$ cat src/nprs_pkg.sv
// Package for the NAND page read sequencer: item, state and burst types,
// operation and action codes, and the fixed bus constants.
// No dependencies; every other file of the block imports it.
package nprs_pkg;

  // Field widths of the request and result transfers.
  localparam int unsigned START_ADDR_W = 28;
  localparam int unsigned LENGTH_W     = 24;
  localparam int unsigned INDEX_W      = 24;

  // A single request causes at most this many results.
  localparam int unsigned MAX_RESULTS = 10;
  localparam int unsigned COUNT_W     = $clog2(MAX_RESULTS + 1);

  // Flash command codes and the good-block marker.
  localparam logic [7:0] CMD_READ    = 8'h00;
  localparam logic [7:0] CMD_CONFIRM = 8'h30;
  localparam logic [7:0] GOOD_MARK   = 8'hFF;

  typedef enum logic [1:0] {
    ACT_START = 2'd0,
    ACT_READY = 2'd1,
    ACT_DATA  = 2'd2
  } action_e;

  typedef enum logic [2:0] {
    OP_SELECT   = 3'd0,
    OP_DESELECT = 3'd1,
    OP_COMMAND  = 3'd2,
    OP_ADDRESS  = 3'd3,
    OP_STROBE   = 3'd4,
    OP_DELIVER  = 3'd5,
    OP_DONE     = 3'd6
  } op_e;

  typedef enum logic [1:0] {
    PH_IDLE = 2'd0,
    PH_WAIT = 2'd1,
    PH_BYTE = 2'd2
  } phase_e;

  // One request as held in the input register.
  typedef struct packed {
    logic [1:0]              action;
    logic [START_ADDR_W-1:0] start_address;
    logic [LENGTH_W-1:0]     read_length;
    logic                    ready_flag;
    logic [7:0]              flash_byte;
  } item_t;

  // Sequencer state apart from the address, whose width is a parameter.
  typedef struct packed {
    phase_e              phase;
    logic [LENGTH_W-1:0] delivered;
    logic [LENGTH_W-1:0] wanted;
    logic                checking;
  } state_t;

  // One bus operation of a burst.
  typedef struct packed {
    op_e        op;
    logic [7:0] data;
  } res_entry_t;

  // All results caused by one request; only the first entry can be a delivery.
  typedef struct packed {
    logic [COUNT_W-1:0]                count;
    res_entry_t [MAX_RESULTS-1:0]      entries;
    logic [INDEX_W-1:0]                index;
  } burst_t;

  // One result as held in the output register.
  typedef struct packed {
    op_e                operation;
    logic [7:0]         bus_byte;
    logic [INDEX_W-1:0] buffer_index;
    logic               last;
  } res_t;

  function automatic res_entry_t make_entry(op_e op, logic [7:0] data);
    res_entry_t e;
    e.op   = op;
    e.data = data;
    return e;
  endfunction

endpackage

$ cat src/nprs_if.sv
// Channel interfaces of the NAND page read sequencer: request and result.
// Depends on nprs_pkg for the field widths.
interface nprs_req_if;
  import nprs_pkg::*;
  logic                    valid;
  logic                    ready;
  logic [1:0]              action;
  logic [START_ADDR_W-1:0] start_address;
  logic [LENGTH_W-1:0]     read_length;
  logic                    ready_flag;
  logic [7:0]              flash_byte;

  modport source (
    output valid, action, start_address, read_length, ready_flag, flash_byte,
    input  ready
  );
  modport sink (
    input  valid, action, start_address, read_length, ready_flag, flash_byte,
    output ready
  );
endinterface

interface nprs_res_if;
  import nprs_pkg::*;
  logic               valid;
  logic               ready;
  logic [2:0]         operation;
  logic [7:0]         bus_byte;
  logic [INDEX_W-1:0] buffer_index;
  logic               last;

  modport source (
    output valid, operation, bus_byte, buffer_index, last,
    input  ready
  );
  modport sink (
    input  valid, operation, bus_byte, buffer_index, last,
    output ready
  );
endinterface

$ cat src/nprs_step.sv
// Next-state and burst logic of the NAND page read sequencer: one request
// in, the new state and the list of bus operations out. Depends on nprs_pkg.
module nprs_step #(
  parameter int unsigned PAGE_BYTES   = 2048,
  parameter int unsigned BLOCK_BYTES  = 131072,
  parameter int unsigned ADDRESS_BITS = 28
) (
  input  nprs_pkg::item_t          item_i,
  input  nprs_pkg::state_t         state_i,
  input  logic [ADDRESS_BITS-1:0]  addr_i,
  output nprs_pkg::state_t         state_o,
  output logic [ADDRESS_BITS-1:0]  addr_o,
  output nprs_pkg::burst_t         burst_o
);
  import nprs_pkg::*;

  localparam int unsigned PageBits  = $clog2(PAGE_BYTES);
  localparam int unsigned BlockBits = $clog2(BLOCK_BYTES);

  logic [ADDRESS_BITS-1:0] start_addr;
  logic [ADDRESS_BITS-1:0] addr_inc;
  logic [ADDRESS_BITS-1:0] addr_blk;
  logic [ADDRESS_BITS-1:0] open_addr;
  logic                    open_check;
  logic [31:0]             open_ext;
  logic [23:0]             row;
  logic [15:0]             col;
  logic                    spare_open;
  res_entry_t [7:0]        open_seq;
  logic [LENGTH_W-1:0]     delivered_inc;
  action_e                 action;

  // Address arithmetic wraps at the top of the address range.
  assign start_addr    = ADDRESS_BITS'(32'(item_i.start_address));
  assign addr_inc      = ADDRESS_BITS'(addr_i + ADDRESS_BITS'(1));
  assign addr_blk      = ADDRESS_BITS'(addr_i + ADDRESS_BITS'(BLOCK_BYTES));
  assign delivered_inc = LENGTH_W'(state_i.delivered + LENGTH_W'(1));
  assign action        = action_e'(item_i.action);

  // Address of the page that this request would open.
  always_comb begin
    open_addr  = start_addr;
    open_check = 1'b1;
    if (action == ACT_DATA) begin
      if (state_i.checking) begin
        if (item_i.flash_byte == GOOD_MARK) begin
          open_addr  = addr_i;
          open_check = 1'b0;
        end else begin
          open_addr = addr_blk;
        end
      end else begin
        open_addr = addr_inc;
      end
    end
  end

  // Page open sequence; a block start first reads the spare marker byte.
  always_comb begin
    open_ext    = 32'(open_addr);
    row         = 24'(open_ext >> PageBits);
    spare_open  = open_check && (open_ext[BlockBits-1:0] == '0);
    col         = spare_open ? 16'(PAGE_BYTES) : 16'(open_ext[PageBits-1:0]);
    open_seq[0] = make_entry(OP_SELECT, 8'h00);
    open_seq[1] = make_entry(OP_COMMAND, CMD_READ);
    open_seq[2] = make_entry(OP_ADDRESS, col[7:0]);
    open_seq[3] = make_entry(OP_ADDRESS, col[15:8]);
    open_seq[4] = make_entry(OP_ADDRESS, row[7:0]);
    open_seq[5] = make_entry(OP_ADDRESS, row[15:8]);
    open_seq[6] = make_entry(OP_ADDRESS, row[23:16]);
    open_seq[7] = make_entry(OP_COMMAND, CMD_CONFIRM);
  end

  // Request decode: new state and the burst of results.
  always_comb begin
    state_o = state_i;
    addr_o  = addr_i;
    burst_o = '0;
    case (action)
      ACT_START: begin
        if (state_i.phase == PH_IDLE) begin
          addr_o            = start_addr;
          state_o.wanted    = item_i.read_length;
          state_o.delivered = '0;
          state_o.checking  = 1'b0;
          if (item_i.read_length == '0) begin
            burst_o.count      = COUNT_W'(1);
            burst_o.entries[0] = make_entry(OP_DONE, 8'h00);
          end else begin
            burst_o.count        = COUNT_W'(8);
            burst_o.entries[7:0] = open_seq;
            state_o.phase        = PH_WAIT;
            state_o.checking     = spare_open;
          end
        end
      end
      ACT_READY: begin
        if (state_i.phase == PH_WAIT && item_i.ready_flag) begin
          burst_o.count      = COUNT_W'(1);
          burst_o.entries[0] = make_entry(OP_STROBE, 8'h00);
          state_o.phase      = PH_BYTE;
        end
      end
      ACT_DATA: begin
        if (state_i.phase == PH_BYTE) begin
          if (state_i.checking) begin
            // Spare marker read: reopen this block or skip to the next one.
            burst_o.count      = COUNT_W'(9);
            burst_o.entries[0] = make_entry(OP_DESELECT, 8'h00);
            for (int k = 0; k < 8; k++) begin
              burst_o.entries[k+1] = open_seq[k];
            end
            addr_o           = open_addr;
            state_o.checking = spare_open;
            state_o.phase    = PH_WAIT;
          end else begin
            burst_o.entries[0] = make_entry(OP_DELIVER, item_i.flash_byte);
            burst_o.index      = state_i.delivered;
            state_o.delivered  = delivered_inc;
            addr_o             = addr_inc;
            if (delivered_inc == state_i.wanted) begin
              burst_o.count      = COUNT_W'(3);
              burst_o.entries[1] = make_entry(OP_DESELECT, 8'h00);
              burst_o.entries[2] = make_entry(OP_DONE, 8'h00);
              state_o.phase      = PH_IDLE;
            end else if (addr_inc[PageBits-1:0] == '0) begin
              // Page boundary crossed: close the page and open the next.
              burst_o.count      = COUNT_W'(10);
              burst_o.entries[1] = make_entry(OP_DESELECT, 8'h00);
              for (int k = 0; k < 8; k++) begin
                burst_o.entries[k+2] = open_seq[k];
              end
              state_o.checking = spare_open;
              state_o.phase    = PH_WAIT;
            end else begin
              burst_o.count      = COUNT_W'(2);
              burst_o.entries[1] = make_entry(OP_STROBE, 8'h00);
            end
          end
        end
      end
      default: begin
      end
    endcase
  end

endmodule

$ cat src/nprs_burst.sv
// Burst buffer and output register of the NAND page read sequencer: holds
// the results of one request and hands them out one per cycle while out_ready_i is not held low. Uses nprs_pkg.
module nprs_burst (
  input  logic             clk_i,
  input  logic             rst_ni,
  input  logic             load_valid_i,
  input  nprs_pkg::burst_t burst_i,
  output logic             load_ready_o,
  output logic             out_valid_o,
  input  logic             out_ready_i,
  output nprs_pkg::res_t   out_o
);
  import nprs_pkg::*;

  logic [COUNT_W-1:0]           count_q, count_d;
  res_entry_t [MAX_RESULTS-1:0] entries_q, entries_d;
  logic [INDEX_W-1:0]           index_q, index_d;
  logic                         out_valid_q, out_valid_d;
  res_t                         out_q;
  logic                         move;
  logic                         load;

  // A result moves into the output register when that register is free.
  assign move         = (count_q != '0) && (!out_valid_q || out_ready_i);
  assign load_ready_o = (count_q == '0) || (count_q == COUNT_W'(1) && move);
  assign load         = load_valid_i && load_ready_o && (burst_i.count != '0);

  // Shift the burst towards its head as results leave.
  always_comb begin
    count_d   = count_q;
    entries_d = entries_q;
    index_d   = index_q;
    if (load) begin
      count_d   = burst_i.count;
      entries_d = burst_i.entries;
      index_d   = burst_i.index;
    end else if (move) begin
      count_d   = COUNT_W'(count_q - COUNT_W'(1));
      entries_d = {res_entry_t'('0), entries_q[MAX_RESULTS-1:1]};
      index_d   = '0;
    end
  end

  assign out_valid_d = move || (out_valid_q && !out_ready_i);

  always_ff @(posedge clk_i or negedge rst_ni) begin
    if (!rst_ni) begin
      count_q     <= '0;
      out_valid_q <= 1'b0;
    end else begin
      count_q     <= count_d;
      out_valid_q <= out_valid_d;
    end
  end

  // Payload registers carry no reset.
  always_ff @(posedge clk_i) begin
    entries_q <= entries_d;
    index_q   <= index_d;
    if (move) begin
      out_q.operation    <= entries_q[0].op;
      out_q.bus_byte     <= entries_q[0].data;
      out_q.buffer_index <= index_q;
      out_q.last         <= (count_q == COUNT_W'(1));
    end
  end

  assign out_valid_o = out_valid_q;
  assign out_o       = out_q;

endmodule

$ cat src/nand_page_read_sequencer_top.sv
// Top level of the NAND page read sequencer: input register, sequencer
// state, next-state logic and burst buffer. Depends on nprs_pkg, nprs_if,
// nprs_step and nprs_burst.
//
//   channel   direction  transfer       payload
//   req_i     in         valid & ready  action, start_address, read_length,
//                                       ready_flag, flash_byte
//   res_o     out        valid & ready  operation, bus_byte, buffer_index, last
//
// A transfer is decoded from the input register once the burst buffer can take
// its 0 to 10 results; they leave one per cycle while res_o is not stalled.
// Reset clears the sequencer to idle with all counters at zero.
// A stalled result port holds the output register and the burst buffer; one
// further request then waits in the input register before req_i.ready falls.
module nand_page_read_sequencer_top #(
  parameter int unsigned PAGE_BYTES   = 2048,
  parameter int unsigned BLOCK_BYTES  = 131072,
  parameter int unsigned ADDRESS_BITS = 28
) (
  input logic         clk_i,
  input logic         rst_ni,
  nprs_req_if.sink    req_i,
  nprs_res_if.source  res_o
);
  import nprs_pkg::*;

  logic                    in_valid_q;
  item_t                   item_q;
  state_t                  state_q, state_d;
  logic [ADDRESS_BITS-1:0] addr_q, addr_d;
  burst_t                  burst;
  logic                    burst_ready;
  logic                    process;
  res_t                    res;

  // A held request is decoded once the burst buffer can take its results.
  assign process     = in_valid_q && burst_ready;
  assign req_i.ready = !in_valid_q || process;

  // Input register.
  always_ff @(posedge clk_i or negedge rst_ni) begin
    if (!rst_ni) begin
      in_valid_q <= 1'b0;
    end else if (req_i.ready) begin
      in_valid_q <= req_i.valid;
    end
  end

  always_ff @(posedge clk_i) begin
    if (req_i.valid && req_i.ready) begin
      item_q.action        <= req_i.action;
      item_q.start_address <= req_i.start_address;
      item_q.read_length   <= req_i.read_length;
      item_q.ready_flag    <= req_i.ready_flag;
      item_q.flash_byte    <= req_i.flash_byte;
    end
  end

  // Sequencer state.
  always_ff @(posedge clk_i or negedge rst_ni) begin
    if (!rst_ni) begin
      state_q <= '{phase: PH_IDLE, delivered: '0, wanted: '0, checking: 1'b0};
      addr_q  <= '0;
    end else if (process) begin
      state_q <= state_d;
      addr_q  <= addr_d;
    end
  end

  nprs_step #(
    .PAGE_BYTES   (PAGE_BYTES),
    .BLOCK_BYTES  (BLOCK_BYTES),
    .ADDRESS_BITS (ADDRESS_BITS)
  ) u_step (
    .item_i  (item_q),
    .state_i (state_q),
    .addr_i  (addr_q),
    .state_o (state_d),
    .addr_o  (addr_d),
    .burst_o (burst)
  );

  nprs_burst u_burst (
    .clk_i        (clk_i),
    .rst_ni       (rst_ni),
    .load_valid_i (process),
    .burst_i      (burst),
    .load_ready_o (burst_ready),
    .out_valid_o  (res_o.valid),
    .out_ready_i  (res_o.ready),
    .out_o        (res)
  );

  assign res_o.operation    = res.operation;
  assign res_o.bus_byte     = res.bus_byte;
  assign res_o.buffer_index = res.buffer_index;
  assign res_o.last         = res.last;

endmodule

$ cat src/flat_wrapper.sv
// flat-port wrapper written by rule: the top's interface ports become plain ports
module nand_page_read_sequencer_top_flat import nprs_pkg::*;
#(
  parameter int unsigned PAGE_BYTES   = 2048,
  parameter int unsigned BLOCK_BYTES  = 131072,
  parameter int unsigned ADDRESS_BITS = 28
)
  (clk_i, rst_ni, req_i_valid, req_i_action, req_i_start_address, req_i_read_length, req_i_ready_flag, req_i_flash_byte, req_i_ready, res_o_valid, res_o_operation, res_o_bus_byte, res_o_buffer_index, res_o_last, res_o_ready);
  nprs_req_if req_i_i ();
  nprs_res_if res_o_i ();
  input logic clk_i;
  input logic rst_ni;
  input wire logic [$bits(req_i_i.valid)-1:0] req_i_valid;
  input wire logic [$bits(req_i_i.action)-1:0] req_i_action;
  input wire logic [$bits(req_i_i.start_address)-1:0] req_i_start_address;
  input wire logic [$bits(req_i_i.read_length)-1:0] req_i_read_length;
  input wire logic [$bits(req_i_i.ready_flag)-1:0] req_i_ready_flag;
  input wire logic [$bits(req_i_i.flash_byte)-1:0] req_i_flash_byte;
  output wire logic [$bits(req_i_i.ready)-1:0] req_i_ready;
  output wire logic [$bits(res_o_i.valid)-1:0] res_o_valid;
  output wire logic [$bits(res_o_i.operation)-1:0] res_o_operation;
  output wire logic [$bits(res_o_i.bus_byte)-1:0] res_o_bus_byte;
  output wire logic [$bits(res_o_i.buffer_index)-1:0] res_o_buffer_index;
  output wire logic [$bits(res_o_i.last)-1:0] res_o_last;
  input wire logic [$bits(res_o_i.ready)-1:0] res_o_ready;
  assign req_i_i.valid = req_i_valid;
  assign req_i_i.action = req_i_action;
  assign req_i_i.start_address = req_i_start_address;
  assign req_i_i.read_length = req_i_read_length;
  assign req_i_i.ready_flag = req_i_ready_flag;
  assign req_i_i.flash_byte = req_i_flash_byte;
  assign req_i_ready = req_i_i.ready;
  assign res_o_valid = res_o_i.valid;
  assign res_o_operation = res_o_i.operation;
  assign res_o_bus_byte = res_o_i.bus_byte;
  assign res_o_buffer_index = res_o_i.buffer_index;
  assign res_o_last = res_o_i.last;
  assign res_o_i.ready = res_o_ready;
  nand_page_read_sequencer_top #(.PAGE_BYTES(PAGE_BYTES), .BLOCK_BYTES(BLOCK_BYTES), .ADDRESS_BITS(ADDRESS_BITS)) u_core (.clk_i(clk_i), .rst_ni(rst_ni), .req_i(req_i_i), .res_o(res_o_i));
endmodule
$ cat config.mk
export PLATFORM = sky130hd
export DESIGN_NAME = nand_page_read_sequencer_top_flat
export DESIGN_NICKNAME = d
export VERILOG_FILES = /design/src/nprs_pkg.sv /design/src/nprs_if.sv /design/src/nprs_step.sv /design/src/nprs_burst.sv /design/src/nand_page_read_sequencer_top.sv /design/src/flat_wrapper.sv
export SDC_FILE = /design/constraint.sdc
export NUM_CORES = 1
export LEC_CHECK = 0
export BUFFER_PORTS_ARGS = -buffer_cell sky130_fd_sc_hd__buf_2
export CORE_ASPECT_RATIO = 1.5
export CORE_MARGIN = 2
export CORE_UTILIZATION = 60
export DETAILED_ROUTE_END_ITERATION = 10
export PLACE_DENSITY = 0.83
export SLEW_MARGIN = 40
export SYNTH_ARGS = -nofsm -noshare
export SYNTH_HDL_FRONTEND = slang
export SYNTH_SLANG_ARGS = --single-unit
$ cat constraint.sdc
create_clock -name clk_i -period 8.6 [get_ports clk_i]
set_input_delay 0.43 -clock clk_i [delete_from_list [all_inputs] [get_ports clk_i]]
set_output_delay 0.43 -clock clk_i [all_outputs]
set_load 0.02 [all_outputs]
## Word level (Yosys, flattened, before mapping)

Index checks and enable logic that the tools add are counted.

- Bits in registers: 318
- Input bits: 67
- Logic and storage cells: 142

- Add/subtract/negate cells: 4
- Equality and inequality tests: 13
- Muxes and demuxes: 56
- Reductions and logical operators: 31

Operator list:

| operator | count |
|---|---|
| $mux W110 | 2 |
| $mux W28 | 6 |
| $pmux W77 S2 | 1 |
| $mux W76 | 2 |
| $mux W138 | 1 |
| $mux W24 | 5 |
| $mux W99 | 1 |
| $mux W88 | 1 |
| $mux W87 | 1 |
| $pmux W28 S2 | 1 |
| $mux W51 | 1 |
| $pmux W24 S2 | 1 |
| $mux W22 | 2 |
| $mux W11 | 3 |
| $pmux W11 S3 | 1 |
| $add A28 B1 Y28 const B | 1 |
| $add A28 B18 Y28 const B | 1 |
| $mux W4 | 7 |
| $mux W26 | 1 |
| $add A24 B1 Y24 const B | 1 |
| $eq A24 B24 Y1 | 1 |
| $logic_not A24 Y1 | 1 |
| $logic_not A17 Y1 | 1 |
| $mux W12 | 1 |
| 27 further kinds | 60 |

## Longest topological paths before layout

Gate-level depths: netlist of the first run.

- Depth in word-level cells: 15
- Gate-level depth with buffers: 13
- Mapped depth without buffers: 9

## Modules after synthesis

A second synthesis of the first run with hierarchy kept.

- Cells, all modules: 1427
- Area, all modules: 17496.8 um^2

By module, submodules not included:

| module | times used | cells an instance | area each (um^2) |
|---|---|---|---|
| nprs_burst | 1 | 356 | 6989.2 |
| nand_page_read_sequencer_top | 1 | 235 | 5288.8 |
| nprs_step | 1 | 836 | 5218.8 |

## Worst setup path after synthesis of the first run

OpenSTA, ideal clock, no wires.

- Path kind: register -> register
- Start point: register u_core.u_burst.count_q[0]
- End point: register u_core.u_burst.entries_q[0] (netlist name) (enable)
- Arrival: 5.411 ns
- Data required time: 8.111 ns
- Setup slack: 2.700 ns
- Stages on the path, launching flop included: 5
- Path buffers: 0
- Clock period less this slack: 5.900 ns
- Cells stage by stage: dfrtp_1 inv_1 ha_1 a21boi_1 nand2b_1

- Longest elaborated chain between the ends: 8
- Elaborated cells between the ends (all ways): 10
- Classes of those cells: eq/ne: 1; reduce/logical: 9

RTL lines:

| item | RTL line | source |
|---|---|---|
| from (decl) | nprs_burst.sv:15 | `logic [COUNT_W-1:0] count_q, count_d;` |
| from (signal assigned) | nprs_burst.sv:51 | `count_q <= count_d;` |
| $reduce_bool A4 Y1 * | nprs_burst.sv:24 | `assign move = (count_q != '0) && (!out_valid_q \|\| out_ready_i);` |
| $logic_and A1 B1 Y1 * | nprs_burst.sv:24 |  |
| named net u_core.u_burst.move | nprs_burst.sv:20 | `logic move;` |
| $logic_and A1 B1 Y1 | nprs_burst.sv:25 | `assign load_ready_o = (count_q == '0) \|\| (count_q == COUNT_W'(1) && move);` |
| $logic_or A1 B1 Y1 | nprs_burst.sv:25 |  |
| $logic_and A1 B1 Y1 | nand_page_read_sequencer_top.sv:37 | `assign process = in_valid_q && burst_ready;` |
| $logic_and A1 B1 Y1 (2 in series) | nprs_burst.sv:26 | `assign load = load_valid_i && load_ready_o && (burst_i.count != '0);` |
| $reduce_bool A2 Y1 (no line) * | - |  |
| to (signal assigned) | nprs_burst.sv:58 | `entries_q <= entries_d;` |
| to (decl) | nprs_burst.sv:16 | `res_entry_t [MAX_RESULTS-1:0] entries_q, entries_d;` |

The timed path passes the listed nets; every way through them passes the cells marked *.
A chain may end at the register's enable or synchronous reset.

==> out/qor.yml, run 1 <==
status: "complete, no violations"
power_switching_mw: 1.45
path_clk_slew_ns: 0.07
cp-startpoint: "u_core.state_q[29]"
worst-slew-pin-transition_ns: 0.809
pwr-share-clk: 0.261
dpl.hpwl_um: 21100
synth_edf_count: 211
vdd_drop_max_v: 0.000243
finalCritPeriodShare: 0.488
n_fill_cell: 1609
cts-root-buf: "clkbuf_16"
synth_nets: 1224
synth_warnings: 0
first_iter_violations: 864
cts_sinks: 296
synthArstFlopShare: 0.287
setup_viol_count_final: 0
synth_cell_types: 82
post_drt_via_cell_ratio: 6.30
grt_pass1_wl_um: 48500
area_growth_pct: 11.8
io_buffers: 104
grt_pass1_vias: 9210
swShare: 0.316
rsz0062_at_grt: "no"
seqPwrFrac: 0.498
pwr-share-comb: 0.241
r2r-end: "u_core.u_burst.entries_q[67]"
cts_tree: "yes"
post_cts_resized: 0
cellPowerDensity_nw_per_um2: 300
drtAntennaViolNets: 0
fp.dieH_um: 189
antenna_found_initial: 0
cap_violations: 0
drt-wirelength-per-cell_um: 20.3
initial_core_util: 0.613
core_um2: 22400
crit_path_start_kind: "register"
die_x_um: 127
pin_count: 105
synthCells: 1147
syn_area_um2: 13700
synth_area_per_cell_um2: 12.0
fin_skew_ns: 0.0182
p_int_mw: 3.15
vias: 9562
critPathArrivalTime_ns: 4.46
layout_min_cycle_time_ns: 4.20
max_slew_margin: 0.445
diodes: 0
leakage_nw: 5.86
layout_common_cells: "211 x edfxtp_1, 103 x buf_2, 96 x nand2_1"
grt_max_degree: 77
path_max_fanout: 14
finalMaxSlewViolations: 0
rr_startpoint: "u_core.state_q[29]"
crit_end: "u_core.u_burst.entries_q[67]"
hold_class: "input pin to register"
synth_flop_cell: "edfxtp_1"
htreeDepth: 1
rrSetupSlack_ns: 4.40
cp-end-kind: "register"
drcViolationCount: 0
ff2ff_path_depth: 8
grt_overflow: 0
ys_seq_elements: 296
drive_gt1_frac: 0.176
critPathKind: "register to register"
totalWireLength_um: 30800
fin_hold_ws_ns: 0.0587
synth-seq-area-share: 0.617
clkLatencyLatePin_ns: 0.55
nets: 1298
gp_congestion: 0.922
dr.pass1.iters: 5
gr-usage-all-layers: 0.253
tns_ns: 0
max_freq_mhz: 238
dieArea_um2: 24100
cts_buffer_depth: 3
cts_buffers: 27
final_common_cell: "edfxtp_1"
crit_required_ns: 8.86
hold_viol_final: 0
rows: 67
## cells in the mapped netlist, drive strengths merged (21+ instances only)
cell type | n | area share
xnor2 | 32 | 0.020
clkbuf | 50 | 0.014
nor3 | 29 | 0.011
mux2 | 30 | 0.025
and2 | 40 | 0.018
nand3 | 42 | 0.016
nor2 | 84 | 0.023
nand2 | 97 | 0.027
o21ai | 98 | 0.036
dfrtp | 85 | 0.16
a21oi | 33 | 0.013
edfxtp | 211 | 0.46
xor2 | 21 | 0.013
## metrics by stage
stage          setup WS (ns)   util  cells  area (µm²)  power (mW)
6_report                4.40  0.685   1518       15300        4.60
5_1_grt                 4.09  0.685   1518       15300        4.81
4_1_cts                 4.45  0.684   1518       15300        4.61
3_5_place_dp            4.48  0.644   1467       14400        3.41
3_3_place_gp            4.60  0.643   1467       14400        3.35
2_1_floorplan           2.70      -   1147       13700        3.04
## cell type report
class                           count  area [µm²]  area share
Sequential cell                   296        8460       0.552
Multi-Input combinational cell    764        4970       0.324
Clock inverter                     14         153     0.00996
Inverter                           20        75.1     0.00490
Timing Repair Buffer              112         593      0.0387
Clock buffer                       36         729      0.0476
Tap cell                          276         345      0.0225
## worst min-delay path by stage
stage / slack (ns) / cells after the start / to / start
5_1_grt: 0.04 / 1 / u_core.item_q[12] / req_i_read_length[3]
4_1_cts: 0.04 / 1 / u_core.item_q[4] / req_i_flash_byte[4]
2_1_floorplan: 0.13 / 0 / u_core.addr_q[0] / rst_ni
3_5_place_dp: 0.40 / 0 / u_core.u_burst.out_o[26] / u_core.u_burst.entries_q[1]
3_3_place_gp: 0.40 / 0 / u_core.u_burst.out_o[26] / u_core.u_burst.entries_q[1]
6_report: 0.06 / 1 / u_core.item_q[4] / req_i_flash_byte[4]
## timing repair
item | 4_1_cts | 5_1_grt
hold buffers | 1 | 0
endpoints found under the hold margin | 39 | 0
setup buffers | 0 | 0
## power by group through the flow
stage | clock network, mW | registers (mW) | logic, mW
CTS | 1.21 | 2.29 | 1.10
global route | 1.27 | 2.33 | 1.21
finish | 1.20 | 2.29 | 1.11
floorplan | 0 | 2.28 | 0.764
detailed placement | 0 | 2.31 | 1.10
global placement | 0 | 2.29 | 1.06
## per-layer routing
layer | GRT usage | wire, µm | up-vias
li1 | - | - | 4445
met1 | 0.342 | 12300 | 4643
met2 | 0.433 | 15600 | 421
met3 | 0.0302 | 2100 | 53
met4 | 0.0765 | 779 | 0
met5 | 0 | 0 | -
## registers in the layout, indices dropped and copies added (netlist names)
register                    flops
u_core.in_valid_q               1
u_core.u_burst.entries_q       88
u_core.addr_q                  28
u_core.u_burst.out_valid_o      1
u_core.state_q                 51
u_core.u_burst.count_q          4
u_core.u_burst.out_o           36
u_core.u_burst.index_q         24
u_core.item_q                  63
## kinds of logic (layout without fill, tap and decap cells)
kind of cell               after synthesis  count (layout)  synth area share
DFF                                    296             296             0.617
buffers and inverters                   87             182            0.0253
muxes                                   41              41            0.0327
adders and majority gates               10              10           0.00913
xor gates and xnor gates                53              53            0.0339
and+or+nand+nor                        384             384             0.144
AOI/OAI and AO/OA                      276             276             0.137
## worst max-delay path, stage by stage (launching register included)
cell       delay (ns)
dfrtp_1          0.54
nand4_2          0.44
nor4_2           0.73
nand3_1          0.22
a2111oi_0        0.69
nand2_1          0.09
or4b_1           0.54
nand3_1          0.46
o21ai_0          0.19
(Power assumes the default switching activity.)
==> run 2, diff against run 1 <==
--- a/config.mk
+++ b/config.mk
@@ -5,6 +5,7 @@
 export SDC_FILE = /design/constraint.sdc
 export NUM_CORES = 1
 export LEC_CHECK = 0
+export ABC_AREA = 1
 export BUFFER_PORTS_ARGS = -buffer_cell sky130_fd_sc_hd__buf_2
 export CORE_ASPECT_RATIO = 1.5
 export CORE_MARGIN = 2
==> constraint.sdc (replaced) <==
create_clock -name clk_i -period 4.3 [get_ports clk_i]
set_input_delay 0.215 -clock clk_i [delete_from_list [all_inputs] [get_ports clk_i]]
set_output_delay 0.215 -clock clk_i [all_outputs]
set_load 0.02 [all_outputs]
==> out/qor.yml, run 2 <==
crit_family: "simple AND/OR/NAND/NOR gates"
syn_area_um2: 14100  # +2.8%
swShare: 0.371  # +0.0551
cts_setup_buffers: 0  # unchanged
drcViolationCount: 0  # unchanged
first_iter_violations: 1187  # +37%
rows: 68  # +1.5%
yosys.area.top_type_share: 0.449  # -0.0128
fin_skew_ns: 0.0254  # +0.00721 ns
vias: 11500  # +20%
seqPwrFrac: 0.449  # -0.049
dpl.hpwl_um: 25200  # +20%
power_switching_mw: 3.84  # +160%
critPathKind: "register to register"
grt_overflow: 0  # unchanged
largest_reg_flops: 88  # unchanged
diodes: 0  # unchanged
cellPowerDensity_nw_per_um2: 622  # +110%
gr-usage-all-layers: 0.306  # +0.0525
tns_ns: 0  # unchanged
max_freq_mhz: 257  # +7.8%
critPathArrivalTime_ns: 4.12  # -0.34 ns
cts_buffer_depth: 3  # unchanged
path_cells: "ha_1 > nand2_1 > nor2_1 > nand2_1 > nor2_1 > xor2_1 > inv_1 > nor4_2 > nand2_1 > nand2_2 > nand2_2 > nand2_2 > nand2_4 > nand2_4 > inv_2 > nand2_4 > buf_4"
worst-slew-pin-transition_ns: 0.854  # +0.0447 ns
critical_path_buf_inv_count: 3  # +3
status: "complete, no violations"
drive_gt1_frac: 0.126  # -0.0505
final_common_cell: "nand2_1"
clkLatencyLatePin_ns: 0.55  # about the same
hold_class: "input pin to register"
antenna_found_initial: 0  # unchanged
totalWireLength_um: 37100  # +21%
die_x_um: 129  # +1.4%
synth_edf_count: 211  # unchanged
crit_path_start_kind: "register"
synth-seq-area-share: 0.600  # -0.0171
leakage_nw: 7.24  # +24%
synthCells: 1515  # +32%
grt_max_degree: 75  # -2.6%
htreeDepth: 1  # unchanged
cap_violations: 0  # unchanged
grt_pass1_vias: 11400  # +24%
yosysTopAreaCell: "edfxtp_1"
p_int_mw: 6.51  # +110%
area_growth_pct: 18.0
path_max_fanout: 29  # +15
max_slew_margin: 0.429  # -0.0158
synth_cell_types: 40  # -51%
path_clk_slew_ns: 0.07  # about the same
dieArea_um2: 24800  # +2.8%
synth_nets: 1592  # +30%
crit_required_ns: 4.53  # -4.33 ns
vdd_drop_max_v: 0.000419  # +72%
synth_flop_cell: "edfxtp_1"
top_register: "u_core.u_burst.entries_q"
synthTopCellsByCount: "416 x nand2_1, 211 x edfxtp_1, 170 x inv_1, 151 x nor2_1, 111 x o21ai_0"
dr.pass1.iters: 8  # +3
io_buffers: 104  # unchanged
grt_pass1_wl_um: 58300  # +20%
layout_min_cycle_time_ns: 3.89  # -0.303 ns
grt_use_met2: 0.546  # +0.113
rrSetupSlack_ns: 0.41  # -4.00 ns
pin_count: 105  # unchanged
setup_viol_count_final: 0  # unchanged
layout_common_cells: "415 x nand2_1, 211 x edfxtp_1, 169 x inv_1"
synthArstFlopShare: 0.287  # unchanged
nets: 1780  # +37%
synth_area_per_cell_um2: 9.31  # -22%
cts_tree: "yes"
synthTopCellsByArea: "edfxtp_1 45%, dfrtp_1 15%, nand2_1 11%"
grtUsageMet1: 0.333  # -0.00874
drtAntennaViolNets: 0  # unchanged
core_um2: 23100  # +3.0%
utilization: 0.721  # +0.0366
crit_slowest_cell: "dfrtp_1"
synth_warnings: 0  # unchanged
fp.dieH_um: 192  # +1.4%
gp_congestion: 0.995  # +7.9%
use_met3: 0.0426  # +0.0124
ys_seq_elements: 296  # unchanged
pwr-share-clk: 0.234  # -0.027
pwr-share-comb: 0.317  # +0.076
cts-root-buf: "clkbuf_16"
cts_sinks: 296  # unchanged
hold_viol_final: 0  # unchanged
finalMaxSlewViolations: 0  # unchanged
cp-end-kind: "register"
slowest_delay_ns: 0.46  # -0.27 ns
finalCritPeriodShare: 0.905  # +0.417
cts_buffers: 27  # unchanged
drt-wirelength-per-cell_um: 18.2  # -10%
reg.largest.list: "u_core.u_burst.entries_q (88), u_core.item_q (63), u_core.state_q (51)"
initial_core_util: 0.612  # -0.000986
busiest_layer: "met2"
rsz0062_at_grt: "no"
post-synth-top-count-cell: "nand2_1"
post_drt_via_cell_ratio: 5.65  # -10%
run 2: changes by cell type after synthesis, moves of 29 or more:
cell,delta
xnor2_1,-29
nand2_1,+319
o22ai_1,+29
nand3_1,+49
nor2_1,+67
inv_1,+151
mux2_2,-30
and2_1,-40
run 2: path summary, 6_finish.rpt:
kind                                            from  cells after the start                            to
min                                      res_o_ready                      4    u_core.u_burst.out_valid_o
min in group asynchronous                     rst_ni                      2             u_core.addr_q[15]
max                                 u_core.addr_q[0]                     17  u_core.u_burst.entries_q[83]
max in group asynchronous                     rst_ni                      3     u_core.u_burst.count_q[3]
min reg2reg                u_core.u_burst.index_q[0]                      0       u_core.u_burst.out_o[1]
max reg2reg                         u_core.addr_q[0]                     17  u_core.u_burst.entries_q[83]
run 2: worst reg2reg max path, delay by kind of cell (launching register included):
family | cells | cell delay (ns)
buffers and inverters | 3 | 0.54
DFF | 1 | 0.46
adders and majority gates | 1 | 0.22
xor gates and xnor gates | 1 | 0.21
and+or+nand+nor | 12 | 2.13
run 2: cell families (layout without fill, tap and decap cells):
logic type               count (synthesis)  count (layout)  synth area share
AO/OA/AOI/OAI                          208             208            0.0823
XOR/XNOR                                28              28            0.0174
adder cells (fa/ha/maj)                 10              10           0.00887
buffers and inverters                  222             431            0.0641
flip-flops                             296             296             0.600
multiplexers                             2               2           0.00142
AND/OR/NAND/NOR                        749             749             0.226
run 2: timing repair:
action	4_1_cts	5_1_grt
setup endpoints to repair	0	32
resized for setup	0	1
hold buffers	65	0
hold endpoints to repair	117	0
run 2: routing by layer:
metal / vias to the layer above / wire length (µm)
li1: 5440 / -
met3: 144 / 2180
met5: - / 0
met4: 0 / 2980
met1: 5411 / 12800
met2: 516 / 19200
run 2: stage by stage:
stage,power (mW),cells,setup WS (ns),hold WS (ns),area [µm²]
final,10.3,2039,0.408,0.00157,16600
after global routing,10.9,2039,0.0297,0.0393,16600
after CTS,10.3,2039,0.363,0.000232,16600
after detailed placement,7.80,1924,0.382,0.338,15100
after global placement,7.68,1924,0.591,0.335,15100
after floorplan,6.73,1515,0.123,-0.0806,14100
run 2: power by group through the flow:
stage | Sequential [mW] | Combinational, mW | Clock [mW]
after floorplan | 4.57 | 2.15 | 0
after global placement | 4.63 | 3.05 | 0
after detailed placement | 4.66 | 3.14 | 0
after CTS | 4.62 | 3.21 | 2.44
after global routing | 4.73 | 3.64 | 2.56
final | 4.65 | 3.28 | 2.43
run 2: final cells by class:
cell class / count / area [µm²]
Fill cell: 1669 / 6420
Sequential cell: 296 / 8460
Inverter: 174 / 653
Multi-Input combinational cell: 997 / 4740
Tap cell: 315 / 394
Timing Repair Buffer: 207 / 1490
Clock buffer: 38 / 747
Clock inverter: 12 / 143
==> run 3, diff against run 2 <==
--- a/config.mk
+++ b/config.mk
@@ -7,12 +7,14 @@
 export LEC_CHECK = 0
 export ABC_AREA = 1
 export BUFFER_PORTS_ARGS = -buffer_cell sky130_fd_sc_hd__buf_2
+export CAP_MARGIN = 20
 export CORE_ASPECT_RATIO = 1.5
 export CORE_MARGIN = 2
 export CORE_UTILIZATION = 60
 export DETAILED_ROUTE_END_ITERATION = 10
-export PLACE_DENSITY = 0.83
+export PLACE_DENSITY = 0.82
 export SLEW_MARGIN = 40
 export SYNTH_ARGS = -nofsm -noshare
 export SYNTH_HDL_FRONTEND = slang
+export SYNTH_HIERARCHICAL = 1
 export SYNTH_SLANG_ARGS = --single-unit
==> out/qor.yml, run 3 <==
htreeDepth: 1  # unchanged
dpl.hpwl_um: 36000  # +43%
yosys-mux-area-fraction: 0  # -0.00142
grt_pass1_wl_um: 84000  # +44%
cts_sinks: 318  # +7.4%
synth_cell_types: 48  # +20%
largest_reg_flops: 110  # +25%
gp_congestion: 0.984  # -1.1%
critPathArrivalTime_ns: 4.32  # +0.20 ns
hold_viol_final: 0  # unchanged
pin_count: 105  # unchanged
crit_path_start_kind: "register"
fin_skew_ns: 0.0194  # -0.00602 ns
drt-wirelength-per-cell_um: 19.1  # +4.8%
drive_gt1_frac: 0.0997  # -0.0262
top_register: "u_core/u_burst/entries_q"
status: "complete, no violations"
synthSimpleGateAreaFrac: 0.324  # +0.0984
synth_warnings: 6  # +6
design_power_total_mw: 12.2  # +18%
crit_slowest_cell: "buf_4"
n_fill_cell: 2384  # +43%
cts_setup_buffers: 0  # unchanged
path_clk_slew_ns: 0.07  # about the same
critPathKind: "register to register"
drcViolationCount: 0  # unchanged
rows: 77  # +13%
drtAntennaViolNets: 0  # unchanged
yosysTopAreaCell: "edfxtp_1"
cellPowerDensity_nw_per_um2: 602  # -3.2%
tns_ns: 0  # unchanged
r2r-end: "u_core/u_burst/entries_q[6]"
post-synth-top-count-cell: "nand2_1"
initial_core_util: 0.608  # -0.00402
synth_compound_area_frac: 0.0602  # -0.0221
synth_xor_area_frac: 0.00636  # -0.0110
grt_pass1_vias: 16100  # +41%
leakage_nw: 9.14  # +26%
final_area_um2: 20300  # +22%
totalWireLength_um: 53700  # +45%
vias: 16200  # +41%
die_x_um: 145  # +12%
synthAdderAreaFrac: 0.00489  # -0.00398
synthTopCellsByCount: "881 x nand2_1, 233 x edfxtp_1, 218 x nor2_1, 213 x nand3_1, 212 x inv_1"
reg.largest.list: "u_core/u_burst/entries_q (110), u_core/item_q (63), u_core/state_q (51)"
gr-usage-all-layers: 0.342  # +0.0365
max_slew_margin: 0.464  # +0.0351
multi_input_area_um2: 7230  # +53%
core_um2: 29500  # +28%
cts_hold_buffers: 66  # +1.5%
antenna_found_initial: 1  # +1
placed_area_um2: 18500  # +23%
rr_startpoint: "u_core/state_q[25]"
ff2ff_path_depth: 22  # +5
yosys.area.top_type_share: 0.391  # -0.0587
cts_tree: "yes"
dieArea_um2: 31300  # +26%
cts_buffer_depth: 3  # unchanged
synthArstFlopShare: 0.267  # -0.0199
rsz0062_at_grt: "no"
synth_edf_count: 233  # +10%
setup_viol_count_final: 0  # unchanged
post_cts_resized: 0  # unchanged
clkLatencyLatePin_ns: 0.59  # +0.04 ns
nets: 2469  # +39%
rrSetupSlack_ns: 0.44  # +0.03 ns
vdd_drop_max_v: 0.000433  # +3.4%
path_cells: "ha_1 > nand2_2 > nor2_8 > nand2_4 > nor2_4 > nand2_1 > nand3b_1 > nand2_1 > nor2_1 > nand3_1 > nor2_1 > nand2_2 > nand2_2 > nand2_4 > nand2_4 > nand2_1 > nor2_1 > nand2_1 > nand3_4 > buf_4 > nand2_1 > nand2_1"
io_buffers: 104  # unchanged
final_common_cell: "nand2_1"
slowest_delay_ns: 0.49  # +0.03 ns
synth-seq-area-share: 0.509  # -0.0908
synthCells: 2267  # +50%
grt_overflow: 0  # unchanged
synthTopCellsByArea: "edfxtp_1 39%, nand2_1 18%, dfrtp_1 12%"
finalMaxSlewViolations: 0  # unchanged
syn_area_um2: 17900  # +27%
cap_violations: 0  # unchanged
finalCritPeriodShare: 0.898  # -0.00667
dr.pass1.iters: 7  # -1
cts_buffers: 29  # +7.4%
post_drt_via_cell_ratio: 5.75  # +1.8%
first_iter_violations: 1557  # +31%
area_growth_pct: 13.2
synth_top_family_by_area: "simple AND/OR/NAND/NOR gates"
synth_flop_cell: "edfxtp_1"
hold_class: "input pin to asynchronous set/reset pin"
dp_cells: 2693  # +40%
layoutNonFillerInstCount: 2814  # +38%
synth_area_per_cell_um2: 7.90  # -15%
layout_min_cycle_time_ns: 3.86  # -0.0287 ns
grt_max_degree: 81  # +8.0%
crit_path_frequent_cell: "nand2_1"
worst-slew-pin-transition_ns: 0.795  # -0.0589 ns
fp.dieH_um: 216  # +12%
seq_area_um2: 9130  # +7.8%
max_freq_mhz: 259  # +0.74%
cts-root-buf: "clkbuf_16"
layout_common_cells: "879 x nand2_1, 233 x edfxtp_1, 218 x nor2_1"
crit_required_ns: 4.75  # +0.22 ns
cp-startpoint: "u_core/state_q[25]"
utilization: 0.688  # -0.0339
path_max_fanout: 53  # +83%
ys_seq_elements: 318  # +7.4%
cp-end-kind: "register"
crit_end: "u_core/u_burst/entries_q[6]"
[run 3: where the power goes]
| part | switching, mW | internal, mW | total, mW |
|---|---|---|---|
| Clock | 1.23 | 1.76 | 2.99 |
| Combinational | 2.97 | 1.15 | 4.12 |
| Sequential | 0.536 | 4.56 | 5.10 |
[run 3: worst min-delay path by stage]
stage | start | slack, ns | endpoint
after global placement | rst_ni | 0.28 | u_core/addr_q[20]
after floorplan | rst_ni | -0.08 | u_core/addr_q[0]
after global routing | rst_ni | 0.23 | u_core/addr_q[18]
after detailed placement | rst_ni | 0.26 | u_core/addr_q[18]
after CTS | rst_ni | 0.19 | u_core/addr_q[18]
final | rst_ni | 0.18 | u_core/addr_q[18]
[run 3: layout make-up]
class                      instances  share of cell area
clock inverter                    24              0.0182
inverter                         217              0.0402
clock buffer                      30              0.0365
timing repair buffer             205              0.0736
tap                              395              0.0244
multi-input combinational       1624               0.357
sequential                       318               0.450
antenna                            1            0.000123
[run 3: metrics by stage]
step                      setup WS, ns  hold WS (ns)
after floorplan                  0.364       -0.0806
after global placement           0.656         0.278
after detailed placement         0.526         0.262
after CTS                        0.480         0.192
after global routing            0.0713         0.233
final                            0.437         0.179
[run 3: cell families (layout without fill, tap and decap cells)]
| family | count (synthesis) | count (layout) |
|---|---|---|
| AND/OR/NAND/NOR | 1393 | 1393 |
| buffers and inverters | 352 | 476 |
| XOR/XNOR | 13 | 13 |
| adder cells (fa/ha/maj) | 7 | 7 |
| flip-flops | 318 | 318 |
| AO/OA/AOI/OAI | 183 | 183 |
| other | 1 | 29 |
[run 3: layer usage]
metal / track usage / up-vias / share of wire
met5: 0 / - / 0
met4: 0.267 / 0 / 0.095
met3: 0.0448 / 288 / 0.069
met2: 0.607 / 861 / 0.50
met1: 0.369 / 7493 / 0.34
li1: - / 7537 / -
[run 3: critical path: cells and delay by family (launching register included)]
family / cells / cell delay [ns]
adder cells (fa/ha/maj): 1 / 0.24
flip-flops: 1 / 0.45
AND/OR/NAND/NOR: 20 / 2.52
buffers and inverters: 1 / 0.49
